$ cat src/sv/fsp_pkg.sv
// Shared types, character codes and reset values for the format prefix parser.
package fsp_pkg;

  localparam int NUM_WIDTH    = 32;
  localparam int MAX_LEN_MODS = 2;
  localparam int PHASES       = 16;
  localparam int LM_CNT_W     = $clog2(MAX_LEN_MODS + 1);

  typedef logic [NUM_WIDTH-1:0] num_t;
  typedef logic [LM_CNT_W-1:0]  lm_cnt_t;
  typedef logic [PHASES-1:0]    phase_vec_t;

  localparam logic [7:0] CH_NUL   = 8'h00;
  localparam logic [7:0] CH_PCT   = 8'h25;
  localparam logic [7:0] CH_STAR  = 8'h2A;
  localparam logic [7:0] CH_DOT   = 8'h2E;
  localparam logic [7:0] CH_ZERO  = 8'h30;
  localparam logic [7:0] CH_NINE  = 8'h39;
  localparam logic [7:0] CH_UP_A  = 8'h41;
  localparam logic [7:0] CH_UP_Z  = 8'h5A;
  localparam logic [7:0] CH_LO_A  = 8'h61;
  localparam logic [7:0] CH_LO_Z  = 8'h7A;
  localparam logic [7:0] CH_LEN_L = 8'h6C;
  localparam logic [7:0] CH_LEN_H = 8'h68;
  localparam logic [7:0] CH_LEN_J = 8'h6A;
  localparam logic [7:0] CH_LEN_Z = 8'h7A;

  // Flag characters, entry 0 first: space + # 0 - $ L apostrophe.
  localparam logic [7:0][7:0] FLAG_CHARS = {
    8'h27, 8'h4C, 8'h24, 8'h2D, 8'h30, 8'h23, 8'h2B, 8'h20
  };

  localparam logic [1:0] PCT_NONE = 2'd0;
  localparam logic [1:0] PCT_ONE  = 2'd1;
  localparam logic [1:0] PCT_TWO  = 2'd2;

  typedef enum logic [PHASES-1:0] {
    PH_START = 16'h0001,
    PH_SPACE = 16'h0002,
    PH_PLUS  = 16'h0004,
    PH_HASH  = 16'h0008,
    PH_ZPAD  = 16'h0010,
    PH_MINUS = 16'h0020,
    PH_DOLL  = 16'h0040,
    PH_LDBL  = 16'h0080,
    PH_APOS  = 16'h0100,
    PH_WIDTH = 16'h0200,
    PH_WDIG  = 16'h0400,
    PH_DOT   = 16'h0800,
    PH_PREC  = 16'h1000,
    PH_PDIG  = 16'h2000,
    PH_LEN   = 16'h4000,
    PH_SKIP  = 16'h8000
  } phase_t;

  typedef struct packed {
    logic [7:0]                   flags;
    logic                         dot;
    num_t                         width;
    num_t                         prec;
    lm_cnt_t                      lm_cnt;
    logic [MAX_LEN_MODS-1:0][7:0] lm;
    phase_t                       phase;
    logic [1:0]                   pct_cnt;
    logic                         found;
    logic                         stopped;
  } state_t;

  typedef struct packed {
    phase_vec_t acc;     // phases that would take the character, skip phase excluded
    logic       letter;
    logic       nul;
    logic       pct;
    logic       star;
    logic [3:0] dval;
  } match_t;

  typedef struct packed {
    logic        consumed;
    logic        done_res;
    logic        arg_used;
    logic [7:0]  flag_bits;
    logic        precision_given;
    logic [31:0] field_width;
    logic [31:0] precision_value;
    logic [7:0]  len_mod_first;
    logic [7:0]  len_mod_second;
  } result_t;

  localparam state_t STATE_RESET = '{
    flags:   '0,
    dot:     1'b0,
    width:   '1,
    prec:    '1,
    lm_cnt:  '0,
    lm:      '0,
    phase:   PH_START,
    pct_cnt: PCT_NONE,
    found:   1'b0,
    stopped: 1'b0
  };

endpackage

$ cat src/sv/fsp_if.sv
// Valid/ready channel interfaces for format characters and parse results.
interface fsp_in_if import fsp_pkg::*; ();
  logic        valid;
  logic        ready;
  logic [7:0]  char_code;
  logic        start_new;
  logic [31:0] star_argument;

  modport source (output valid, output char_code, output start_new, output star_argument,
                  input ready);
  modport sink (input valid, input char_code, input start_new, input star_argument,
                output ready);
endinterface

interface fsp_out_if import fsp_pkg::*; ();
  logic        valid;
  logic        ready;
  logic        consumed;
  logic        done_res;
  logic        arg_used;
  logic [7:0]  flag_bits;
  logic        precision_given;
  logic [31:0] field_width;
  logic [31:0] precision_value;
  logic [7:0]  len_mod_first;
  logic [7:0]  len_mod_second;

  modport source (output valid, output consumed, output done_res, output arg_used,
                  output flag_bits, output precision_given, output field_width,
                  output precision_value, output len_mod_first, output len_mod_second,
                  input ready);
  modport sink (input valid, input consumed, input done_res, input arg_used,
                input flag_bits, input precision_given, input field_width,
                input precision_value, input len_mod_first, input len_mod_second,
                output ready);
endinterface

$ cat src/sv/fsp_match.sv
// Character classifier: which parse phases would take the current character.
module fsp_match import fsp_pkg::*; (
  input  logic [7:0] char_code,
  input  logic       width_unset,
  input  lm_cnt_t    lm_cnt,
  output match_t     m
);

  logic digit;
  logic len_char;

  always_comb begin
    digit    = (char_code >= CH_ZERO) && (char_code <= CH_NINE);
    len_char = (char_code == CH_LEN_L) || (char_code == CH_LEN_H) ||
               (char_code == CH_LEN_J) || (char_code == CH_LEN_Z);

    m.letter = ((char_code >= CH_UP_A) && (char_code <= CH_UP_Z)) ||
               ((char_code >= CH_LO_A) && (char_code <= CH_LO_Z));
    m.nul    = (char_code == CH_NUL);
    m.pct    = (char_code == CH_PCT);
    m.star   = (char_code == CH_STAR);
    m.dval   = 4'(char_code - CH_ZERO);

    m.acc = '0;
    for (int k = 0; k < 8; k++) begin
      if (char_code == FLAG_CHARS[k]) begin
        m.acc = m.acc | phase_vec_t'(PH_SPACE << k);
      end
    end
    // A leading zero is the zero flag, never the start of a width.
    if ((digit && (char_code != CH_ZERO) && width_unset) || m.star) begin
      m.acc = m.acc | PH_WIDTH;
    end
    if (digit) begin
      m.acc = m.acc | PH_WDIG | PH_PDIG;
    end
    if (char_code == CH_DOT) begin
      m.acc = m.acc | PH_DOT;
    end
    if (digit || m.star) begin
      m.acc = m.acc | PH_PREC;
    end
    if (len_char && (lm_cnt < lm_cnt_t'(MAX_LEN_MODS))) begin
      m.acc = m.acc | PH_LEN;
    end
  end

endmodule

$ cat src/sv/fsp_step.sv
// Next-state logic: finds the first phase on the walk that takes the character.
module fsp_step import fsp_pkg::*; (
  input  state_t      s,
  input  match_t      m,
  input  logic [7:0]  char_code,
  input  logic [31:0] star_argument,
  output state_t      ns,
  output logic        consumed,
  output logic        arg_used
);

  phase_vec_t reach;
  phase_vec_t mask1;
  phase_vec_t hits1;
  phase_vec_t hits2;
  phase_vec_t sel;
  logic       hit1;
  logic       stop_cond;
  num_t       mul_src;
  num_t       times_ten;
  num_t       star_num;

  always_comb begin
    // Phases at or after the current one. The digit phases are entered only by a digit,
    // and the precision phase only through a dot.
    reach = ~(phase_vec_t'(s.phase) - phase_vec_t'(1));
    mask1 = reach & ~phase_vec_t'(PH_START) & ~((PH_WDIG | PH_PREC | PH_PDIG) & ~s.phase);
    if (s.phase == PH_START) begin
      mask1 = '0;
    end
    hits1 = (m.acc | ((!s.found && !m.letter && !m.nul) ? PH_SKIP : '0)) & mask1;
    hits2 = (m.acc | PH_SKIP) & ~(PH_START | PH_WDIG | PH_PREC | PH_PDIG);
    hit1  = |hits1;
    sel   = hit1 ? (hits1 & (~hits1 + phase_vec_t'(1)))
                 : (hits2 & (~hits2 + phase_vec_t'(1)));
    stop_cond = m.nul || m.letter || (s.pct_cnt >= PCT_TWO);

    mul_src   = (s.phase == PH_WDIG) ? s.width : s.prec;
    times_ten = num_t'(mul_src << 3) + num_t'(mul_src << 1) + num_t'(m.dval);
    star_num  = num_t'(signed'(star_argument));

    ns       = s;
    consumed = 1'b0;
    arg_used = 1'b0;

    if (s.stopped) begin
      ns = s;
    end else if (hit1 || (!stop_cond && !m.pct)) begin
      // A fresh pass clears the find mark before any test runs.
      ns.found = hit1 ? s.found : 1'b0;
      consumed = 1'b1;
      unique case (phase_t'(sel)) inside
        PH_SPACE, PH_PLUS, PH_HASH, PH_ZPAD, PH_MINUS, PH_DOLL, PH_LDBL, PH_APOS: begin
          ns.flags = s.flags | 8'(sel >> 1);
          ns.found = 1'b1;
          ns.phase = phase_t'(sel << 1);
        end
        PH_WIDTH: begin
          if (m.star) begin
            ns.width = star_num;
            arg_used = 1'b1;
            ns.phase = PH_DOT;
          end else begin
            ns.width = num_t'(m.dval);
            ns.found = 1'b1;
            ns.phase = PH_WDIG;
          end
        end
        PH_WDIG: begin
          ns.width = times_ten;
          ns.phase = PH_WDIG;
        end
        PH_DOT: begin
          ns.found = 1'b1;
          ns.dot   = 1'b1;
          ns.phase = PH_PREC;
        end
        PH_PREC: begin
          if (m.star) begin
            ns.prec  = star_num;
            arg_used = 1'b1;
            ns.phase = PH_LEN;
          end else begin
            ns.prec  = num_t'(m.dval);
            ns.phase = PH_PDIG;
          end
        end
        PH_PDIG: begin
          ns.prec  = times_ten;
          ns.phase = PH_PDIG;
        end
        PH_LEN: begin
          for (int i = 0; i < MAX_LEN_MODS; i++) begin
            if (s.lm_cnt == lm_cnt_t'(i)) begin
              ns.lm[i] = char_code;
            end
          end
          ns.lm_cnt = s.lm_cnt + lm_cnt_t'(1);
          ns.phase  = PH_LEN;
        end
        PH_SKIP: begin
          ns.phase = PH_START;
        end
        default: begin
          consumed = 1'b0;
        end
      endcase
    end else if (stop_cond) begin
      ns.stopped = 1'b1;
      ns.phase   = PH_START;
    end else if (s.pct_cnt == PCT_NONE) begin
      ns.found   = 1'b1;
      ns.pct_cnt = PCT_ONE;
      ns.phase   = PH_SPACE;
      consumed   = 1'b1;
    end else begin
      // A second percent sign matches nothing in its pass and ends the parse.
      ns.found   = 1'b1;
      ns.pct_cnt = PCT_TWO;
      ns.stopped = 1'b1;
      ns.phase   = PH_START;
    end
  end

endmodule

$ cat src/sv/format_spec_prefix_parser.sv
// Top level of the printf conversion prefix parser: one format character per beat.
// The parser takes one format character per clock and returns one result beat per
// character, in order. A character is captured in an input register, classified and
// run through the phase walk in the next cycle, and written with the updated parse
// state into the result register, and characters can be accepted back to back, one
// per cycle, while results are taken. The rate is set by the phase walk, which is
// combinational and includes one multiply-by-ten add for the width or precision.
// A result that is not taken stalls the pipeline in place.
// Set start_new on the first character of each conversion to clear the parse state.
module format_spec_prefix_parser import fsp_pkg::*; (
  input  logic      clk,
  input  logic      rst,
  fsp_in_if.sink    chars,
  fsp_out_if.source results
);

  logic        item_valid;
  logic [7:0]  item_char;
  logic        item_start;
  logic [31:0] item_star;
  state_t      state;
  logic        res_valid;
  result_t     res;

  logic        advance;
  state_t      cur;
  state_t      state_next;
  match_t      m;
  logic        step_consumed;
  logic        step_used;
  result_t     res_next;

  assign advance     = item_valid && (!res_valid || results.ready);
  assign chars.ready = !item_valid || advance;
  assign cur         = item_start ? STATE_RESET : state;

  fsp_match u_match (
    .char_code   (item_char),
    .width_unset (cur.width[NUM_WIDTH-1]),
    .lm_cnt      (cur.lm_cnt),
    .m           (m)
  );

  fsp_step u_step (
    .s             (cur),
    .m             (m),
    .char_code     (item_char),
    .star_argument (item_star),
    .ns            (state_next),
    .consumed      (step_consumed),
    .arg_used      (step_used)
  );

  always_comb begin
    res_next.consumed        = step_consumed;
    res_next.done_res        = state_next.stopped;
    res_next.arg_used        = step_used;
    res_next.flag_bits       = state_next.flags;
    res_next.precision_given = state_next.dot;
    res_next.field_width     = 32'(signed'(state_next.width));
    res_next.precision_value = 32'(signed'(state_next.prec));
    res_next.len_mod_first   = state_next.lm[0];
    res_next.len_mod_second  = state_next.lm[1];
  end

  always_ff @(posedge clk) begin
    if (rst) begin
      item_valid <= 1'b0;
      res_valid  <= 1'b0;
      state      <= STATE_RESET;
    end else begin
      if (chars.valid && chars.ready) begin
        item_valid <= 1'b1;
      end else if (advance) begin
        item_valid <= 1'b0;
      end
      if (advance) begin
        res_valid <= 1'b1;
        state     <= state_next;
      end else if (results.ready) begin
        res_valid <= 1'b0;
      end
    end
  end

  always_ff @(posedge clk) begin
    if (chars.valid && chars.ready) begin
      item_char  <= chars.char_code;
      item_start <= chars.start_new;
      item_star  <= chars.star_argument;
    end
    if (advance) begin
      res <= res_next;
    end
  end

  assign results.valid           = res_valid;
  assign results.consumed        = res.consumed;
  assign results.done_res        = res.done_res;
  assign results.arg_used        = res.arg_used;
  assign results.flag_bits       = res.flag_bits;
  assign results.precision_given = res.precision_given;
  assign results.field_width     = res.field_width;
  assign results.precision_value = res.precision_value;
  assign results.len_mod_first   = res.len_mod_first;
  assign results.len_mod_second  = res.len_mod_second;

`ifndef SYNTHESIS
  a_stop_not_consumed: assert property (@(posedge clk) disable iff (rst)
    res_valid |-> !(res.consumed && res.done_res))
    else $error("stop character reported as consumed");

  a_arg_only_on_consume: assert property (@(posedge clk) disable iff (rst)
    (res_valid && res.arg_used) |-> res.consumed)
    else $error("star argument used without consuming a character");

  a_frozen_after_stop: assert property (@(posedge clk) disable iff (rst)
    (advance && !item_start && state.stopped) |=> (state == $past(state)))
    else $error("parse state changed after a stop");

  a_flags_grow: assert property (@(posedge clk) disable iff (rst)
    (advance && !item_start) |=>
      ((state.flags & $past(state.flags)) == $past(state.flags)))
    else $error("flag cleared within one conversion");

  a_len_mod_bound: assert property (@(posedge clk) disable iff (rst)
    state.lm_cnt <= lm_cnt_t'(MAX_LEN_MODS))
    else $error("too many length modifiers stored");
`endif

endmodule
$ cat src/flat_wrapper.sv
// flat-port wrapper written by rule: the top's interface ports become plain ports
module format_spec_prefix_parser_flat import fsp_pkg::*;
  (clk, rst, chars_valid, chars_char_code, chars_start_new, chars_star_argument, chars_ready, results_valid, results_consumed, results_done_res, results_arg_used, results_flag_bits, results_precision_given, results_field_width, results_precision_value, results_len_mod_first, results_len_mod_second, results_ready);
  fsp_in_if chars_i ();
  fsp_out_if results_i ();
  input  logic clk;
  input  logic rst;
  input wire logic [$bits(chars_i.valid)-1:0] chars_valid;
  input wire logic [$bits(chars_i.char_code)-1:0] chars_char_code;
  input wire logic [$bits(chars_i.start_new)-1:0] chars_start_new;
  input wire logic [$bits(chars_i.star_argument)-1:0] chars_star_argument;
  output wire logic [$bits(chars_i.ready)-1:0] chars_ready;
  output wire logic [$bits(results_i.valid)-1:0] results_valid;
  output wire logic [$bits(results_i.consumed)-1:0] results_consumed;
  output wire logic [$bits(results_i.done_res)-1:0] results_done_res;
  output wire logic [$bits(results_i.arg_used)-1:0] results_arg_used;
  output wire logic [$bits(results_i.flag_bits)-1:0] results_flag_bits;
  output wire logic [$bits(results_i.precision_given)-1:0] results_precision_given;
  output wire logic [$bits(results_i.field_width)-1:0] results_field_width;
  output wire logic [$bits(results_i.precision_value)-1:0] results_precision_value;
  output wire logic [$bits(results_i.len_mod_first)-1:0] results_len_mod_first;
  output wire logic [$bits(results_i.len_mod_second)-1:0] results_len_mod_second;
  input wire logic [$bits(results_i.ready)-1:0] results_ready;
  assign chars_i.valid = chars_valid;
  assign chars_i.char_code = chars_char_code;
  assign chars_i.start_new = chars_start_new;
  assign chars_i.star_argument = chars_star_argument;
  assign chars_ready = chars_i.ready;
  assign results_valid = results_i.valid;
  assign results_consumed = results_i.consumed;
  assign results_done_res = results_i.done_res;
  assign results_arg_used = results_i.arg_used;
  assign results_flag_bits = results_i.flag_bits;
  assign results_precision_given = results_i.precision_given;
  assign results_field_width = results_i.field_width;
  assign results_precision_value = results_i.precision_value;
  assign results_len_mod_first = results_i.len_mod_first;
  assign results_len_mod_second = results_i.len_mod_second;
  assign results_i.ready = results_ready;
  format_spec_prefix_parser u_core (.clk(clk), .rst(rst), .chars(chars_i), .results(results_i));
endmodule
$ cat config.mk
export PLATFORM = sky130hd
export DESIGN_NAME = format_spec_prefix_parser_flat
export DESIGN_NICKNAME = d
export VERILOG_FILES = /design/src/sv/fsp_pkg.sv /design/src/sv/fsp_if.sv /design/src/sv/fsp_match.sv /design/src/sv/fsp_step.sv /design/src/sv/format_spec_prefix_parser.sv /design/src/flat_wrapper.sv
export SDC_FILE = /design/constraint.sdc
export NUM_CORES = 1
export LEC_CHECK = 0
export ABC_AREA = 1
export BUFFER_PORTS_ARGS = -buffer_cell sky130_fd_sc_hd__clkbuf_2
export CAP_MARGIN = 20
export CELL_PAD_IN_SITES_DETAIL_PLACEMENT = 1
export CELL_PAD_IN_SITES_GLOBAL_PLACEMENT = 2
export CORE_ASPECT_RATIO = 1.2
export CORE_MARGIN = 10
export CORE_UTILIZATION = 35
export CTS_CLUSTER_DIAMETER = 60
export DETAILED_ROUTE_END_ITERATION = 6
export GPL_TIMING_DRIVEN = 0
export PLACE_DENSITY_LB_ADDON = 0.1
export SLEW_MARGIN = 20
export SYNTH_ARGS = -nofsm -noshare
export SYNTH_HDL_FRONTEND = slang
export SYNTH_HIERARCHICAL = 1
export SYNTH_SLANG_ARGS = --single-unit
$ cat constraint.sdc
create_clock -name clk -period 4.8 [get_ports clk]
set_input_delay 0.96 -clock clk [delete_from_list [all_inputs] [get_ports clk]]
set_output_delay 0.96 -clock clk [all_outputs]
set_load 0.005 [all_outputs]
Yosys cells after proc, flatten, opt, wreduce, memory -nomap -nowiden

Index checks and enable logic that the tools add are counted.

Logic and storage cells: 179
Output and inout port bits: 94
Bits in registers: 246

$add $sub $neg: 7
Reductions and logical operators: 40
Bitwise operators: 13
$lt $le $gt $ge: 8
Equality and inequality tests: 34
Multiplexer cells: 52

Operator list:

| kind                                                  | count |
|---|---|
| 2-to-1 mux 111 bit                                    | 2 |
| one-hot mux 16 bit (8 select lines)                   | 1 |
| one-hot mux 32 bit (2 select lines)                   | 2 |
| 2-to-1 mux 91 bit                                     | 1 |
| equality test 8 x 6 -> 1 bit, second input constant   | 10 |
| bitwise AND 16 bit                                    | 4 |
| 2-to-1 mux 16 bit                                     | 4 |
| inverter 16 bit                                       | 3 |
| equality test 8 x 7 -> 1 bit, second input constant   | 5 |
| adder 16 x 1 -> 16 bit, second input constant         | 2 |
| adder 32 bit                                          | 1 |
| adder 32 x 4 -> 32 bit                                | 1 |
| equality test 16 x 11 -> 1 bit, second input constant | 2 |
| 2-to-1 mux 32 bit                                     | 1 |
| 2-to-1 mux 8 bit                                      | 4 |
| 2-to-1 mux 31 bit                                     | 1 |
| 2-to-1 mux 15 bit                                     | 2 |
| 2-to-1 mux 12 bit                                     | 2 |
| 2-to-1 mux 18 bit                                     | 1 |
| equality test 16 x 1 -> 1 bit, second input constant  | 1 |
| equality test 16 x 10 -> 1 bit, second input constant | 1 |
| equality test 16 x 12 -> 1 bit, second input constant | 1 |
| equality test 16 x 13 -> 1 bit, second input constant | 1 |
| equality test 16 x 14 -> 1 bit, second input constant | 1 |
| other kinds (50)                                      | 100 |

Logic depth before layout (Yosys ltp)

Depth in word-level cells: 25
Depth in mapped cells: 31
Gate-level depth less buffers: 30

By module

Netlist, hierarchy kept.

By module, submodules not included:

| module                    | times used | sequential area each (µm²) | cells each | area an instance (µm²) |
|---|---|---|---|---|
| format_spec_prefix_parser | 1          | 6256.0                     | 905        | 9287.7 |
| fsp_step                  | 1          | 0.0                        | 1180       | 5839.4 |
| fsp_match                 | 1          | 0.0                        | 78         | 409.1 |

Least setup slack after synthesis

OpenSTA, ideal clock, no wires.

Path kind: register to register
From: register u_core.item_start
To: register u_core/state[68] (netlist bit)
Setup slack: 539 ps
Stages on the path, launching flop included: 23
Buffers on the path: 1
Arrival time: 4198 ps
Library setup time: 64 ps
Cells stage by stage: edfxtp_1 buf_2 or2_2 inv_1 ha_1 nand2_1 nor2_1 nand3_1 o21ai_0 fa_1 fa_1 o31ai_1 nand2_1 nand2_1 nand3_1 nand2_1 xor2_1 nand2_1 o21ai_0 nand2_1 nand2_1 nand3_1 nand3_1

RTL lines:

| what                   | RTL line                        | text |
|---|---|---|
| from (decl)            | format_spec_prefix_parser.sv:19 | `logic item_start;` |
| from (signal assigned) | format_spec_prefix_parser.sv:89 | `item_start <= chars.start_new;` |
| to (signal assigned)   | format_spec_prefix_parser.sv:79 | `state <= state_next;` |
| to (decl)              | format_spec_prefix_parser.sv:21 | `state_t state;` |

==> results.json <==
{
  "wl_per_cell_um": 21.2,
  "grt.total_usage": 0.228,
  "drv_slew": 0,
  "hold_viol": 0,
  "crit_slowest_cell": "edfxtp_1",
  "n_antenna_cell": 0,
  "drive_above_1_share": 0.226,
  "clock-sinks": 246,
  "hpwl_mm": 48.7,
  "slowest_delay_ns": 0.45,
  "vias": 15200,
  "synth_cells": 2162,
  "whs_path_depth": 2,
  "max_cap_violations": 0,
  "drc": 0,
  "cts.reportedPaths.clkPinSlew_ns": 0.06,
  "grt-ovfl-total": 0,
  "fin_crit_sh": 0.961,
  "worst-setup-path-type": "reg -> reg",
  "cp_max_fo": 10,
  "pin_count": 139,
  "drt-total-wl_mm": 62.2,
  "layout_min_cycle_time_ns": 4.61,
  "clk_path_buf_depth": 3,
  "relSlewSlack": 0.373,
  "end_kind": "flop",
  "nets": 2467,
  "portBuffers": 138,
  "die_area_sq_um": 53200,
  "cts.htree.levels": 1,
  "coreArea_sq_um": 43800,
  "post_dp_cell_area_sq_um": 17000,
  "power_density_nw_per_um2": 334,
  "first_pass_iters": 5,
  "drt_iter0_markers": 666,
  "drtAntennaViolNets": 0,
  "synth_nets": 2271,
  "gp_congestion": 0.935,
  "grt_pass1_wl_mm": 94.0,
  "grt_pass1_vias": 16100,
  "grt_max_degree": 59,
  "insertion_delay_ns": 0.57,
  "hp-class": "reg -> reg",
  "syn2layout_area_growth_pct": 22.2,
  "numCtsBuffers": 29,
  "whs_ns": 0.451,
  "ir_drop_mv": 0.232,
  "max_freq_mhz": 217,
  "dpl_worst_slack_ns": -1.50,
  "cp_common_cell": "nand2_1",
  "tightest_slew_ns": 0.932,
  "total_leakage_power_uw": 0.00833,
  "ctsHoldBuffers": 0,
  "antenna_found_initial": 0,
  "nFillCells": 5476,
  "required_ns": 5.29,
  "die_x_um": 212,
  "fp-row-count": 84,
  "vias_per_cell": 5.18,
  "initial_core_util": 0.354,
  "crit_arrival_ns": 5.10,
  "tritoncts": "done",
  "syn_area_per_cell_sq_um": 7.18,
  "setup_violations": 0,
  "ff_latch_area_sq_um": 6260,
  "yosysWarnings": 6,
  "timing.final.ws_setup_ns": 0.188,
  "syn_area_sq_um": 15500,
  "finClkSkew_ns": 0.0231,
  "root_buffer": "clkbuf_16",
  "multi_input_area_sq_um": 8680,
  "cp-start-kind": "flop",
  "status": "complete, no violations",
  "fin_area_sq_um": 19000,
  "rr_worst_depth": 26,
  "die_y_um": 251
}
==> per-layer routing <==
layer / GRT usage / share of wire / vias to the layer above
li1: - / - / 7416
met1: 0.253 / 0.40 / 7485
met2: 0.436 / 0.53 / 241
met3: 0.0254 / 0.029 / 93
met4: 0.0782 / 0.035 / 0
met5: 0 / 0 / -
==> where the power goes <==
group          leakage (uW)  internal [uW]  switching (uW)
logic               0.00579            630            1180
clock network      0.000450           1220             901
registers           0.00209           2340            59.9
==> critical path: cells and delay by family (launching register included) <==
kind,cells,cell delay [ns]
compound gates,2,0.39
xor+xnor,1,0.29
fa+ha+maj,3,0.79
buf+inv,5,0.75
flops,1,0.45
simple gates,15,1.82
==> state kept, by name, indices dropped and copies added, names as in the netlist <==
| name | cells |
|---|---|
| u_core/results.arg_used | 1 |
| u_core/results.precision_value | 32 |
| u_core/results.done_res | 1 |
| u_core/item_valid | 1 |
| u_core/results.len_mod_second | 8 |
| u_core/results.valid | 1 |
| u_core/results.len_mod_first | 8 |
| u_core/state | 111 |
| u_core/results.consumed | 1 |
| u_core/results.field_width | 32 |
| u_core/item_start | 1 |
| u_core/item_char | 8 |
| u_core/results.flag_bits | 8 |
| u_core/results.precision_given | 1 |
| u_core/item_star | 32 |
==> final timing paths <==
| check | startpoint | endpoint | slack [ns] |
|---|---|---|---|
| worst max-delay path | u_core/item_start$_DFFE_PP_ | u_core/state[62]$_SDFFE_PP1P_ | 0.19 |
| worst min-delay path | u_core/state[96]$_SDFFE_PP1P_ | u_core/state[96]$_SDFFE_PP1P_ | 0.45 |
| worst max register to register | u_core/item_start$_DFFE_PP_ | u_core/state[62]$_SDFFE_PP1P_ | 0.19 |
| worst min register to register | u_core/state[96]$_SDFFE_PP1P_ | u_core/state[96]$_SDFFE_PP1P_ | 0.45 |
==> final cells by class <==
type	instances	area share
inverters	210	0.0423
plain buffers	115	0.0366
multi-input cells	1591	0.457
clock inverters	14	0.00626
repair buffers	165	0.0494
well taps	559	0.0368
clock buffers	39	0.0418
flip-flops and latches	246	0.330
==> layout by cell type (no fill, tap or decap), types with 11 or more instances in the layout <==
master / n
nand2_1: 655
nand3_1: 240
inv_1: 195
nor2_1: 177
clkbuf_2: 138
edfxtp_1: 133
dfxtp_1: 113
a21oi_1: 72
or2_2: 64
o21ai_0: 57
buf_4: 52
buf_2: 46
ha_1: 35
clkbuf_1: 33
clkbuf_16: 30
o22ai_1: 26
nand2_2: 25
nor2_2: 24
ha_4: 23
o21ai_1: 22
nor2_4: 20
nand4_1: 19
a21oi_2: 15
xor2_1: 13
nor3_1: 11
==> what timing repair did <==
item / in CTS / in global routing
cloned: 0 / 0
setup endpoints to repair: 116 / 83
pin swaps: 9 / 24
buffers inserted: 9 / 16
resized for setup: 100 / 108
==> through the flow <==
step / TNS [ns] / total power, uW / util / cells
3_3_place_gp: -109.80 / 3910 / 0.386 / 2859
5_1_grt: -0.160 / 6670 / 0.433 / 2939
4_1_cts: -0.134 / 6220 / 0.418 / 2923
3_5_place_dp: -111.64 / 3940 / 0.387 / 2861
2_1_floorplan: 0 / 3430 / - / 2162
6_report: 0 / 6330 / 0.433 / 2939
Note: power is estimated with default switching activity, not from simulation.
